<file path="config.mk">
export PLATFORM = sky130hd
export DESIGN_NAME = halton_jitter_sequencer_top
export DESIGN_NICKNAME = d
export VERILOG_FILES = /design/src/rtl/core/hjs_pkg.sv /design/src/rtl/core/hjs_divider.sv /design/src/rtl/core/halton_jitter_sequencer_top.sv
export SDC_FILE = /design/constraint.sdc
export NUM_CORES = 1
export LEC_CHECK = 0
export BUFFER_PORTS_ARGS = -buffer_cell sky130_fd_sc_hd__buf_2
export CORE_ASPECT_RATIO = 1.2
export CORE_MARGIN = 2
export CORE_UTILIZATION = 40
export CTS_BUF_LIST = sky130_fd_sc_hd__clkbuf_2
export DETAILED_ROUTE_END_ITERATION = 12
export PLACE_DENSITY_LB_ADDON = 0.15
export SYNTH_ARGS = -nofsm -noshare
export SYNTH_HDL_FRONTEND = slang
export SYNTH_SLANG_ARGS = --single-unit
export TNS_END_PERCENT = 50
</file>
<file path="constraint.sdc">
create_clock -name clk -period 21.7 [get_ports clk]
set_input_delay 3.255 -clock clk [delete_from_list [all_inputs] [get_ports clk]]
set_output_delay 3.255 -clock clk [all_outputs]
set_load 0.02 [all_outputs]
</file>
<file path="src/rtl/core/hjs_pkg.sv">
// Package for the Halton 2,3 jitter sequencer: payload structs, opcodes,
// register indexes, divider request/response structs and the period table.
// No dependencies.
package hjs_pkg;

  localparam int MAX_PERIOD = 72;
  localparam int X_DEN      = 256;
  localparam int Y_DEN      = 243;
  localparam int DIV_W      = 24;
  localparam int DVD_W      = 30;
  localparam int QUO_W      = 31;
  localparam int STEP_W     = 5;

  typedef enum logic [2:0] {
    OP_PREPARE  = 3'd0,
    OP_COMMIT   = 3'd1,
    OP_CANCEL   = 3'd2,
    OP_HIST_RST = 3'd3,
    OP_IMM_RST  = 3'd4
  } opcode_t;

  typedef enum logic [1:0] {
    CFG_RECON_MODE    = 2'd0,
    CFG_QUALITY_LEVEL = 2'd1,
    CFG_RENDER_WIDTH  = 2'd2,
    CFG_RENDER_HEIGHT = 2'd3
  } cfg_index_t;

  typedef struct packed {
    logic [2:0] opcode;
    logic       new_history;
  } in_t;

  typedef struct packed {
    logic               ok;
    logic        [6:0]  phase;
    logic        [6:0]  period;
    logic signed [31:0] x_offset;
    logic signed [31:0] y_offset;
    logic               starts_new;
    logic               prev_valid;
    logic        [6:0]  prev_phase;
    logic signed [31:0] prev_x;
    logic signed [31:0] prev_y;
  } out_t;

  typedef struct packed {
    logic              start;
    logic [STEP_W-1:0] steps;
    logic              init_q;
    logic [DIV_W-1:0]  init_rem;
    logic [DIV_W-1:0]  divisor;
    logic [DVD_W-1:0]  dividend;
  } div_req_t;

  typedef struct packed {
    logic             done;
    logic [QUO_W-1:0] quotient;
    logic [DIV_W-1:0] remainder;
  } div_rsp_t;

  function automatic logic [6:0] period_for(input logic [1:0] mode, input logic [2:0] q);
    logic [7:0] p;
    p = 8'd1;
    unique case (mode)
      2'd3: p = 8'd64;
      2'd2: begin
        unique case (q)
          3'd0:    p = 8'd8;
          3'd1:    p = 8'd18;
          3'd2:    p = 8'd24;
          3'd3:    p = 8'd32;
          3'd4:    p = 8'd72;
          default: p = 8'd64;
        endcase
      end
      2'd1: p = 8'd64;
      default: p = 8'd1;
    endcase
    if (p > 8'(MAX_PERIOD)) begin
      p = 8'(MAX_PERIOD);
    end
    return p[6:0];
  endfunction

endpackage

</file>
<file path="src/rtl/core/hjs_divider.sv">
// Serial restoring divider, one quotient bit per cycle.
// Depends on hjs_pkg (div_req_t, div_rsp_t, widths).
module hjs_divider import hjs_pkg::*; (
  input  logic     clk,
  input  logic     rst,
  input  div_req_t req,
  output div_rsp_t rsp
);

  logic [DIV_W-1:0]  rem;
  logic [DIV_W-1:0]  divisor;
  logic [DVD_W-1:0]  dvd;
  logic [QUO_W-1:0]  quo;
  logic [STEP_W-1:0] cnt;
  logic              busy;
  logic              done;

  logic [DIV_W:0] trial;
  logic [DIV_W:0] diff;
  logic           ge;

  assign trial = {rem, dvd[DVD_W-1]};
  assign diff  = trial - {1'b0, divisor};
  assign ge    = trial >= {1'b0, divisor};

  always_ff @(posedge clk) begin
    if (rst) begin
      busy <= 1'b0;
      done <= 1'b0;
    end else if (req.start) begin
      rem     <= req.init_rem;
      divisor <= req.divisor;
      dvd     <= req.dividend;
      quo     <= {{(QUO_W-1){1'b0}}, req.init_q};
      cnt     <= req.steps;
      busy    <= 1'b1;
      done    <= 1'b0;
    end else if (busy) begin
      rem  <= ge ? diff[DIV_W-1:0] : trial[DIV_W-1:0];
      dvd  <= {dvd[DVD_W-2:0], 1'b0};
      quo  <= {quo[QUO_W-2:0], ge};
      cnt  <= cnt - STEP_W'(1);
      busy <= cnt != STEP_W'(1);
      done <= cnt == STEP_W'(1);
    end else begin
      done <= 1'b0;
    end
  end

  assign rsp.done      = done;
  assign rsp.quotient  = quo;
  assign rsp.remainder = rem;

endmodule

</file>
<file path="src/rtl/core/halton_jitter_sequencer_top.sv">
// Halton 2,3 subpixel jitter sequencer, top level with sequencer and state.
// Depends on hjs_pkg and hjs_divider.
// Prepare: the result is computed with the shared serial divider (7 steps phase modulo, 30
// each for x and y) plus 5 base-3 digit steps. Other opcodes go straight to the output
// state. No new transaction is taken until the result is registered on the output.
// rst (synchronous, active high) clears the sequencer and history state and restores register defaults.
module halton_jitter_sequencer_top import hjs_pkg::*; (
  input  logic        clk,
  input  logic        rst,
  input  logic        in_valid,
  output logic        in_stall,
  input  in_t         in_data,
  output logic        out_valid,
  input  logic        out_stall,
  output out_t        out_data,
  input  logic        cfg_valid,
  output logic        cfg_ready,
  input  logic [1:0]  cfg_index,
  input  logic [15:0] cfg_data
);

  typedef enum logic [3:0] {
    S_IDLE, S_MOD_GO, S_MOD_WAIT, S_TERN, S_XSET, S_XGO, S_XWAIT,
    S_YSET, S_YGO, S_YWAIT, S_OUT
  } state_t;

  typedef struct packed {
    logic        [6:0]  phase;
    logic        [6:0]  period;
    logic signed [31:0] x;
    logic signed [31:0] y;
    logic               starts_new;
    logic               prev_valid;
    logic        [6:0]  prev_phase;
    logic signed [31:0] prev_x;
    logic signed [31:0] prev_y;
  } sample_t;

  state_t state;

  logic [1:0]  recon_mode;
  logic [2:0]  quality_level;
  logic [15:0] render_width;
  logic [15:0] render_height;

  logic [6:0]  next_phase;
  logic        has_prepared;
  sample_t     smp;
  logic [6:0]  committed_phase;
  logic [31:0] committed_x;
  logic [31:0] committed_y;
  logic        committed_valid;
  logic        ok_r;

  logic [6:0]       ph_w;
  logic [6:0]       per_w;
  logic             nh_w;
  logic [6:0]       phase_w;
  logic [6:0]       n_w;
  logic [7:0]       b_w;
  logic [2:0]       tcnt;
  logic [8:0]       mag_w;
  logic             neg_w;
  logic [DIV_W-1:0] dvs_w;
  logic [31:0]      x_w;

  div_req_t div_req;
  div_rsp_t div_rsp;

  logic [15:0] w_size;
  logic [15:0] h_size;
  logic [14:0] tprod;
  logic [6:0]  tq;
  logic [1:0]  tr;
  logic [8:0]  a_two;
  logic [8:0]  b_two;
  logic [7:0]  a_num;
  logic [DIV_W-1:0] mag_ext;
  logic        init_ge;
  logic [31:0] q_signed;
  logic [7:0]  phase_inc;
  logic        accept;

  hjs_divider u_div (
    .clk (clk),
    .rst (rst),
    .req (div_req),
    .rsp (div_rsp)
  );

  assign cfg_ready = 1'b1;
  assign in_stall  = state != S_IDLE;
  assign accept    = in_valid && !in_stall;

  assign w_size = (render_width  == 16'd0) ? 16'd1 : render_width;
  assign h_size = (render_height == 16'd0) ? 16'd1 : render_height;

  // base-3 digit: n/3 by reciprocal, exact for n < 128
  assign tprod = 15'(n_w) * 15'd171;
  assign tq    = {1'b0, tprod[14:9]};
  assign tr    = 2'(n_w - 7'(3 * tq));

  assign a_num = {phase_w[0], phase_w[1], phase_w[2], phase_w[3],
                  phase_w[4], phase_w[5], phase_w[6], 1'b0};
  assign a_two = {a_num, 1'b0};
  assign b_two = {b_w, 1'b0};

  assign mag_ext  = DIV_W'(mag_w);
  assign init_ge  = mag_ext >= dvs_w;
  assign q_signed = neg_w ? (32'd0 - {1'b0, div_rsp.quotient}) : {1'b0, div_rsp.quotient};
  assign phase_inc = {1'b0, smp.phase} + 8'd1;

  always_comb begin
    div_req          = '0;
    div_req.divisor  = dvs_w;
    div_req.init_q   = init_ge;
    div_req.init_rem = init_ge ? (mag_ext - dvs_w) : mag_ext;
    div_req.steps    = STEP_W'(DVD_W);
    unique case (state)
      S_MOD_GO: begin
        div_req.start    = 1'b1;
        div_req.divisor  = DIV_W'(per_w);
        div_req.init_q   = 1'b0;
        div_req.init_rem = '0;
        div_req.dividend = {ph_w, {(DVD_W-7){1'b0}}};
        div_req.steps    = STEP_W'(7);
      end
      S_XGO, S_YGO: div_req.start = 1'b1;
      default: div_req.start = 1'b0;
    endcase
  end

  always_ff @(posedge clk) begin
    if (rst) begin
      state           <= S_IDLE;
      out_valid       <= 1'b0;
      recon_mode      <= 2'd0;
      quality_level   <= 3'd0;
      render_width    <= 16'd1;
      render_height   <= 16'd1;
      next_phase      <= 7'd0;
      has_prepared    <= 1'b0;
      smp             <= '0;
      committed_phase <= 7'd0;
      committed_x     <= 32'd0;
      committed_y     <= 32'd0;
      committed_valid <= 1'b0;
      ok_r            <= 1'b1;
    end else begin
      if (cfg_valid && cfg_ready) begin
        unique case (cfg_index_t'(cfg_index))
          CFG_RECON_MODE:    recon_mode    <= cfg_data[1:0];
          CFG_QUALITY_LEVEL: quality_level <= cfg_data[2:0];
          CFG_RENDER_WIDTH:  render_width  <= cfg_data;
          CFG_RENDER_HEIGHT: render_height <= cfg_data;
          default: ;
        endcase
      end

      if (out_valid && !out_stall && state != S_OUT) begin
        out_valid <= 1'b0;
      end

      unique case (state)
        S_IDLE: begin
          if (accept) begin
            case (in_data.opcode)
              OP_PREPARE: begin
                ph_w  <= in_data.new_history ? 7'd0 : next_phase;
                per_w <= period_for(recon_mode, quality_level);
                nh_w  <= in_data.new_history;
                ok_r  <= 1'b1;
                state <= S_MOD_GO;
              end
              OP_COMMIT: begin
                ok_r  <= has_prepared;
                state <= S_OUT;
                if (has_prepared) begin
                  committed_phase <= smp.phase;
                  committed_x     <= smp.x;
                  committed_y     <= smp.y;
                  committed_valid <= 1'b1;
                  next_phase      <= (phase_inc >= {1'b0, smp.period}) ? 7'd0
                                                                       : phase_inc[6:0];
                  has_prepared    <= 1'b0;
                end
              end
              OP_CANCEL: begin
                ok_r         <= 1'b1;
                has_prepared <= 1'b0;
                state        <= S_OUT;
              end
              OP_HIST_RST: begin
                ok_r            <= !has_prepared || (smp.phase == 7'd0);
                state           <= S_OUT;
                next_phase      <= 7'd0;
                committed_phase <= 7'd0;
                committed_x     <= 32'd0;
                committed_y     <= 32'd0;
                committed_valid <= 1'b0;
                if (has_prepared) begin
                  smp.prev_valid <= 1'b0;
                  smp.starts_new <= 1'b1;
                  smp.prev_phase <= 7'd0;
                  smp.prev_x     <= 32'sd0;
                  smp.prev_y     <= 32'sd0;
                end
              end
              OP_IMM_RST: begin
                ok_r            <= 1'b1;
                state           <= S_OUT;
                smp             <= '0;
                next_phase      <= 7'd0;
                has_prepared    <= 1'b0;
                committed_phase <= 7'd0;
                committed_x     <= 32'd0;
                committed_y     <= 32'd0;
                committed_valid <= 1'b0;
              end
              default: begin
                ok_r  <= 1'b1;
                state <= S_OUT;
              end
            endcase
          end
        end
        S_MOD_GO: state <= S_MOD_WAIT;
        S_MOD_WAIT: begin
          if (div_rsp.done) begin
            phase_w <= div_rsp.remainder[6:0];
            n_w     <= div_rsp.remainder[6:0];
            b_w     <= 8'd0;
            tcnt    <= 3'd0;
            state   <= S_TERN;
          end
        end
        S_TERN: begin
          b_w  <= 8'(10'(b_w) * 10'd3 + 10'(tr));
          n_w  <= tq;
          tcnt <= tcnt + 3'd1;
          if (tcnt == 3'd4) begin
            state <= S_XSET;
          end
        end
        S_XSET: begin
          neg_w <= a_two < 9'(X_DEN);
          mag_w <= (a_two < 9'(X_DEN)) ? (9'(X_DEN) - a_two) : (a_two - 9'(X_DEN));
          dvs_w <= {w_size, 8'd0};
          state <= S_XGO;
        end
        S_XGO: state <= S_XWAIT;
        S_XWAIT: begin
          if (div_rsp.done) begin
            x_w   <= q_signed;
            state <= S_YSET;
          end
        end
        S_YSET: begin
          neg_w <= b_two < 9'(Y_DEN);
          mag_w <= (b_two < 9'(Y_DEN)) ? (9'(Y_DEN) - b_two) : (b_two - 9'(Y_DEN));
          dvs_w <= DIV_W'(h_size) * DIV_W'(Y_DEN);
          state <= S_YGO;
        end
        S_YGO: state <= S_YWAIT;
        S_YWAIT: begin
          if (div_rsp.done) begin
            smp.phase      <= phase_w;
            smp.period     <= per_w;
            smp.x          <= x_w;
            smp.y          <= q_signed;
            smp.starts_new <= nh_w;
            smp.prev_valid <= committed_valid && !nh_w;
            smp.prev_phase <= (committed_valid && !nh_w) ? committed_phase : 7'd0;
            smp.prev_x     <= (committed_valid && !nh_w) ? committed_x : 32'd0;
            smp.prev_y     <= (committed_valid && !nh_w) ? committed_y : 32'd0;
            has_prepared   <= 1'b1;
            state          <= S_OUT;
          end
        end
        S_OUT: begin
          if (!out_valid || !out_stall) begin
            out_data.ok         <= ok_r;
            out_data.phase      <= smp.phase;
            out_data.period     <= smp.period;
            out_data.x_offset   <= smp.x;
            out_data.y_offset   <= smp.y;
            out_data.starts_new <= smp.starts_new;
            out_data.prev_valid <= smp.prev_valid;
            out_data.prev_phase <= smp.prev_phase;
            out_data.prev_x     <= smp.prev_x;
            out_data.prev_y     <= smp.prev_y;
            out_valid           <= 1'b1;
            state               <= S_IDLE;
          end
        end
        default: state <= S_IDLE;
      endcase
    end
  end

endmodule
</file>
---- Word level (Yosys, flattened, before mapping) ----
Cells that the tools add are included.
storage, ports and cells
  register bits after elaboration ......... 648
  bits in writable memories ............... 0
  bits in latches ......................... 0
  memory bits (read-only) ................. 0
  memories kept ........................... 0
  input bits .............................. 27
  output and inout port bits .............. 155
  word-level logic and storage cells ...... 232
operators by class
  reduce and logical (&&, ||, !) cells .... 47
  multiply operators ...................... 4
  muxes and demuxes ....................... 70
  equal/unequal tests ..................... 39
  $lt $le $gt $ge ......................... 6
  bitwise logic cells ..................... 2
  shifts and indexed selects .............. 0
  add/subtract/negate cells ............... 12
  divide/modulo/power cells ............... 0
operators by type and width
  cell                   count
  $mux 151               2
  $pmux 151 s2           1
  $mux 32                5
  $pmux 73 s2            1
  $pmux 32 s2            2
  $mux 24                4
  $mux 84                1
  $mux 78                1
  $mux 73                1
  $mux 30                2
  $pmux 7 s2             4
  $pmux 24 s2            1
  $pmux 4 s11            1
  $mux 8                 5
  $mux 7                 5
  $pmux 7 s5             1
  $logic_not 16->1       2
  $mux 16                2
  $sub 1x31->32 const A  1
  $mux 31                1
  $mux 4                 7
  $ge 25x24->1           1
  $ge 9x24->1            1
  $mul 16x8->24 const B  1
  59 further kinds       127

---- Longest topological paths before layout ----
  depth after elaboration ................. 8
  gate-level depth with buffers ........... 24
  mapped depth without buffers ............ 24

---- By module ----
From an unflattened synthesis, not the netlist that was laid out.
unflattened totals
  cell total of the unflattened synthesis .. 2690
  area total of the unflattened synthesis .. 30142.7 sq um
modules (own cells, without submodules)
  module                       area each (sq um)  cells each  times used  seq. area each (sq um)
  halton_jitter_sequencer_top  23965.5            2190        1           13152.6
  hjs_divider                  6177.2             500         1           3463.3

---- Least setup slack after synthesis ----
Ideal clock, no wire load.
  kind .................................... input to register
  from .................................... input rst
  to ...................................... register out_data[0] (netlist bit), enable pin
  data required time ...................... 20.823 ns
  path buffers ............................ 2
  slack ................................... 6.186 ns
  cell stages on the path ................. 3
  setup time .............................. 0.877 ns
  arrival ................................. 14.637 ns
  cell sequence ........................... clkbuf_1 clkbuf_1 nor3b_1
between the ends
  cells in the longest elaborated chain, start to end .. 2
RTL lines
  what                        RTL line                           RTL
  from (decl)                 halton_jitter_sequencer_top.sv:9   input logic rst,
  $not 1->1 (no line)         -
  $reduce_and 3->1 (no line)  -
  to (decl)                   halton_jitter_sequencer_top.sv:15  output out_t out_data,
No other way between the ends.
A chain may end at the register's enable or synchronous reset.

---- Final worst setup path ----
  from .................................... register n_w[4]
  to ...................................... register b_w[7] (data pin)
between the ends
  cells in the longest elaborated chain, start to end .. 5
RTL lines
  what                    RTL line                            RTL
  from (decl)             halton_jitter_sequencer_top.sv:59   logic [6:0] n_w;
  from (signal assigned)  halton_jitter_sequencer_top.sv:231  n_w <= div_rsp.remainder[6:0];
  from (signal assigned)  halton_jitter_sequencer_top.sv:239  n_w <= tq;
  $mul 7x8->15            halton_jitter_sequencer_top.sv:99   assign tprod = 15'(n_w) * 15'd171;
  $mul 2x6->2             halton_jitter_sequencer_top.sv:101  assign tr = 2'(n_w - 7'(3 * tq));
  $sub 2x2->2             halton_jitter_sequencer_top.sv:101
  $add 8x2->8             halton_jitter_sequencer_top.sv:238  b_w <= 8'(10'(b_w) * 10'd3 + 10'(tr));
  $pmux 8 s2              halton_jitter_sequencer_top.sv:164  unique case (state)
  to (signal assigned)    halton_jitter_sequencer_top.sv:238
  to (decl)               halton_jitter_sequencer_top.sv:60   logic [7:0] b_w;
No other way between the ends.

==> reports/qor.json <==
{
  "logic_synthesis": {
    "post_synth_design_cell_area_sq_mm": 0.0290,
    "post_synth_main_area_contributors": "sky130_fd_sc_hd__edfxtp_1 36%, sky130_fd_sc_hd__dfxtp_1 19%, sky130_fd_sc_hd__ha_1 7.0%",
    "post_synth_num_cell_types": 70,
    "yosys_warnings": 0,
    "syn-mean-instance-area_sq_um": 10.8,
    "post-synth-top-area-fraction": 0.360,
    "synth_fp_nets": 2934,
    "synthCells": 2683,
    "netlist.top_cell.by_area": "sky130_fd_sc_hd__edfxtp_1",
    "synth-seq-cells": 622,
    "postSynth.topFlopCell": "sky130_fd_sc_hd__edfxtp_1",
    "synth.yosys.seq_area_share": 0.550,
    "synth-edff-count": 347,
    "synth-async-reset-ratio": 0
  },
  "sta": {
    "final_min_period_over_clock_period": 0.307,
    "setup_tns_ns": 0,
    "hold-worst-slack_ns": 0.417,
    "tightestPinTransition_ns": 1.30,
    "setup_repair_after_global_routing_missed_its_margin": "no",
    "finalCriticalPeriod_ns": 6.67,
    "timing.clock.skew_ns": 0.0715,
    "setup-violations-final": 0,
    "final-max-slew-violation-count": 0,
    "endpoints_failing_hold": 0,
    "maxClockFrequency_ghz": 0.150,
    "max_transition_margin": 0.126,
    "post-route-worst-setup-slack_ns": 15.03
  },
  "setup_path": {
    "cpMaxStageDelayCell": "sky130_fd_sc_hd__o41ai_1",
    "reg2reg_slack_ns": 15.03,
    "crit_path_cell_trace": "ha_1, fa_1, inv_1, fa_1, inv_1, fa_1, ha_1, o41ai_1, xnor2_1, ha_1, xor2_1, xnor2_1, xnor2_1, fa_1, ha_1, fa_1, a21o_1, a21oi_1, o21bai_1, a21oi_1, xnor2_1, nor2_1",
    "cp.depth": 22,
    "criticalPathCategory": "register to register",
    "critical-path-top-delay-family": "adder cells",
    "critical_path.n_buffers_inverters": 2,
    "cpMostUsedCell": "sky130_fd_sc_hd__fa_1",
    "endpoint_kind": "register",
    "worstPathMaxFanout": 5,
    "cp_startpoint_kind": "register",
    "worst-endpoint-arrival_ns": 7.71,
    "critPathRequiredTime_ns": 22.75,
    "slowest_delay_ns": 0.84,
    "reg2reg_from": "n_w[4]$_DFFE_PP_",
    "worst_r2r_endpoint": "b_w[7]$_SDFFCE_PN0P_",
    "worst-r2r-cell-count": 22
  },
  "floorplanning": {
    "die_w_um": 250,
    "rows": 108,
    "initial_utilization": 0.402,
    "boundaryPins": 182,
    "overall_die_area_sq_mm": 0.0746,
    "std_cell_core_area_sq_mm": 0.0720,
    "die_y_um": 299
  },
  "drt": {
    "via_per_inst": 5.14,
    "avgRoutedWirePerCell_um": 17.4,
    "drtIter0Drc": 1086,
    "total_routed_wirelength_mm": 69.3,
    "drt_pass1_iterations": 5,
    "number_of_design_rule_violations_left_after_detail_routing": 0,
    "route.antenna.remaining_nets": 0,
    "vias_after_detailed_routing": 20500
  },
  "power": {
    "pwr_density_cell_mw_per_mm2": 103,
    "p_leak_nw": 12.9,
    "vdd.ir_drop.worst_mv": 0.0920
  },
  "placement": {
    "place_hpwl_mm": 48.9,
    "placer_s_final_routability_congestion_estimate": 0.851,
    "place_inst": 3689,
    "portBuffers": 179,
    "placement.setup.worst_slack_ns": 14.97,
    "placed_area_sq_mm": 0.0308
  },
  "outcome": {
    "outcome": "complete, no violations"
  },
  "clock_tree": {
    "cts.repair_timing.setup_buffer_count": 0,
    "clock-root-buffer": "sky130_fd_sc_hd__clkbuf_2",
    "total_of_hold_buffers_inserted_after_clock_tree_synthesis": 0,
    "tritoncts": "done",
    "clkTransAtPathRegs_ns": 0.10,
    "max-clock-path-buffers": 3,
    "ctsResizeCount": 0,
    "cts_inserted_buffers": 156,
    "clk-insertion-delay-late_ns": 1.35,
    "tritoncts_num_sinks": 622,
    "cts_htree_levels": 4
  },
  "worst_hold_path": {
    "worst_hold_path_type": "register to register",
    "min_to": "out_data[20]$_DFFE_PP_",
    "holdPathStages": 0,
    "hold_start": "smp[20]$_SDFFE_PP0P_"
  },
  "grt": {
    "grt_antenna_before_repair": 3,
    "grt_usage": 0.187,
    "grt_pass1_vias": 20700,
    "globalRouteOverflowTotal": 0,
    "grt_first_pass_wirelength_mm": 111,
    "grt_max_degree": 103
  },
  "final_layout": {
    "filler_cell_count": 6939,
    "final_cells": 3984,
    "areaGrowthSynthToFinish_pct": 11.7,
    "design.final.nets": 3163,
    "ff_latch_area_sq_mm": 0.0159,
    "multi_input_comb_area_sq_mm": 0.0119,
    "stdcell_area_sq_mm": 0.0324,
    "drive_gt1_frac": 0.165
  },
  "run": {
    "max_cap_violations": 0
  }
}
-- power breakdown --
group	total (mW)	internal [mW]	leakage, nW	switching (mW)
clock	0.831	0.343	1.16	0.488
sequential	1.49	1.41	5.41	0.0791
combinational	1.01	0.335	6.29	0.673
total	3.33	2.09	12.9	1.24
-- sequential cells by signal (all words and copies together) (netlist names), 8 cells and up --
name and flops:
u_div.quo 31, dvs_w 24, smp 150, u_div.divisor 24
render_height 16, render_width 16, committed_y 32, mag_w 9
u_div.rem 24, committed_x 32, out_data 151, x_w 32
b_w 8
-- Yosys cell counts (4+ instances only) --
library cell                  n
sky130_fd_sc_hd__nor3_1      30
sky130_fd_sc_hd__a31oi_1     16
sky130_fd_sc_hd__o211ai_1    12
sky130_fd_sc_hd__nor4_1       9
sky130_fd_sc_hd__or2_2        5
sky130_fd_sc_hd__o31a_1       5
sky130_fd_sc_hd__or3_1        9
sky130_fd_sc_hd__dfxtp_1    275
sky130_fd_sc_hd__nand4_1     10
sky130_fd_sc_hd__a2111oi_0    4
sky130_fd_sc_hd__mux2i_1     14
sky130_fd_sc_hd__edfxtp_1   347
sky130_fd_sc_hd__fa_1        63
sky130_fd_sc_hd__a22o_1       7
sky130_fd_sc_hd__nor2b_1     24
sky130_fd_sc_hd__buf_1        8
sky130_fd_sc_hd__xnor2_1     69
sky130_fd_sc_hd__a21o_1      26
sky130_fd_sc_hd__a211oi_1     9
sky130_fd_sc_hd__clkbuf_1   115
sky130_fd_sc_hd__nand3b_1     7
sky130_fd_sc_hd__nand3_1    107
sky130_fd_sc_hd__o21bai_1     6
sky130_fd_sc_hd__o31ai_1      9
sky130_fd_sc_hd__or4_1        5
sky130_fd_sc_hd__nand2_1    240
sky130_fd_sc_hd__inv_1      196
sky130_fd_sc_hd__nand2b_1    19
sky130_fd_sc_hd__nor2_1     267
sky130_fd_sc_hd__o21ai_0     80
sky130_fd_sc_hd__a22oi_1    154
sky130_fd_sc_hd__and2_1      53
sky130_fd_sc_hd__o22ai_1      5
sky130_fd_sc_hd__o2111ai_1    5
sky130_fd_sc_hd__o311ai_0    10
sky130_fd_sc_hd__o21a_1       5
sky130_fd_sc_hd__o41ai_1      6
sky130_fd_sc_hd__buf_2        8
sky130_fd_sc_hd__ha_1       161
sky130_fd_sc_hd__and3_1      18
sky130_fd_sc_hd__nor3b_1     11
sky130_fd_sc_hd__a21oi_1    173
sky130_fd_sc_hd__xor2_1      39
-- kinds of logic (layout without fill, tap and decap cells) --
kind of cell | count (synthesis) | in the layout | share of synthesized area
other cells | 2 | 7 | 0.000259
mux | 14 | 14 | 0.00484
fa+ha+maj | 224 | 224 | 0.113
compound gates | 555 | 555 | 0.124
flops | 622 | 622 | 0.550
simple gates | 828 | 828 | 0.132
xor+xnor | 108 | 108 | 0.0326
buf+inv | 330 | 691 | 0.0434
-- layout make-up --
| class | count | area share |
|---|---|---|
| inverters | 197 | 0.0229 |
| well taps | 935 | 0.0362 |
| repair buffers | 204 | 0.0338 |
| clock inverters | 43 | 0.00913 |
| diodes | 5 | 0.000387 |
| clock buffers | 247 | 0.0382 |
| flip-flops and latches | 622 | 0.492 |
| multi-input cells | 1731 | 0.367 |
-- metrics by stage --
step | total power, mW | utilization
3_5_place_dp | 2.53 | 0.428
4_1_cts | 3.38 | 0.449
2_1_floorplan | 2.25 | -
3_3_place_gp | 2.52 | 0.428
6_report | 3.33 | 0.449
5_1_grt | 3.56 | 0.449
-- worst max path at each step --
stage,start,endpoint,slack (ns)
4_1_cts,n_w[4]$_DFFE_PP_,b_w[7]$_SDFFCE_PN0P_,14.92
6_report,n_w[4]$_DFFE_PP_,b_w[7]$_SDFFCE_PN0P_,15.03
5_1_grt,n_w[4]$_DFFE_PP_,b_w[7]$_SDFFCE_PN0P_,14.61
2_1_floorplan,rst,out_data[0]$_DFFE_PP_,6.19
3_5_place_dp,n_w[4]$_DFFE_PP_,b_w[7]$_SDFFCE_PN0P_,14.97
3_3_place_gp,n_w[4]$_DFFE_PP_,b_w[7]$_SDFFCE_PN0P_,15.16
-- layout by cell type, fill, tap and decap left out, types with 10 or more instances in the layout --
master,n
sky130_fd_sc_hd__a21o_1,26
sky130_fd_sc_hd__a21oi_1,172
sky130_fd_sc_hd__a22oi_1,154
sky130_fd_sc_hd__a31oi_1,16
sky130_fd_sc_hd__and2_1,53
sky130_fd_sc_hd__and3_1,17
sky130_fd_sc_hd__buf_2,178
sky130_fd_sc_hd__buf_4,25
sky130_fd_sc_hd__clkbuf_2,247
sky130_fd_sc_hd__clkinv_1,26
sky130_fd_sc_hd__dfxtp_1,275
sky130_fd_sc_hd__edfxtp_1,347
sky130_fd_sc_hd__fa_1,63
sky130_fd_sc_hd__ha_1,161
sky130_fd_sc_hd__inv_1,196
sky130_fd_sc_hd__mux2i_1,14
sky130_fd_sc_hd__nand2_1,239
sky130_fd_sc_hd__nand2b_1,19
sky130_fd_sc_hd__nand3_1,107
sky130_fd_sc_hd__nand4_1,10
sky130_fd_sc_hd__nor2_1,261
sky130_fd_sc_hd__nor2b_1,24
sky130_fd_sc_hd__nor3_1,30
sky130_fd_sc_hd__o211ai_1,12
sky130_fd_sc_hd__o21ai_0,80
sky130_fd_sc_hd__o311ai_0,10
sky130_fd_sc_hd__xnor2_1,69
sky130_fd_sc_hd__xor2_1,39
-- layer usage --
| layer | share of wire | vias up | GRT usage |
|---|---|---|---|
| met3 | 0.039 | 132 | 0.0392 |
| met2 | 0.52 | 444 | 0.335 |
| met4 | 0.029 | 0 | 0.0803 |
| met1 | 0.41 | 9852 | 0.216 |
| li1 | - | 10000 | - |
| met5 | 0 | - | 0 |
Note: power is estimated with default switching activity, not from simulation.
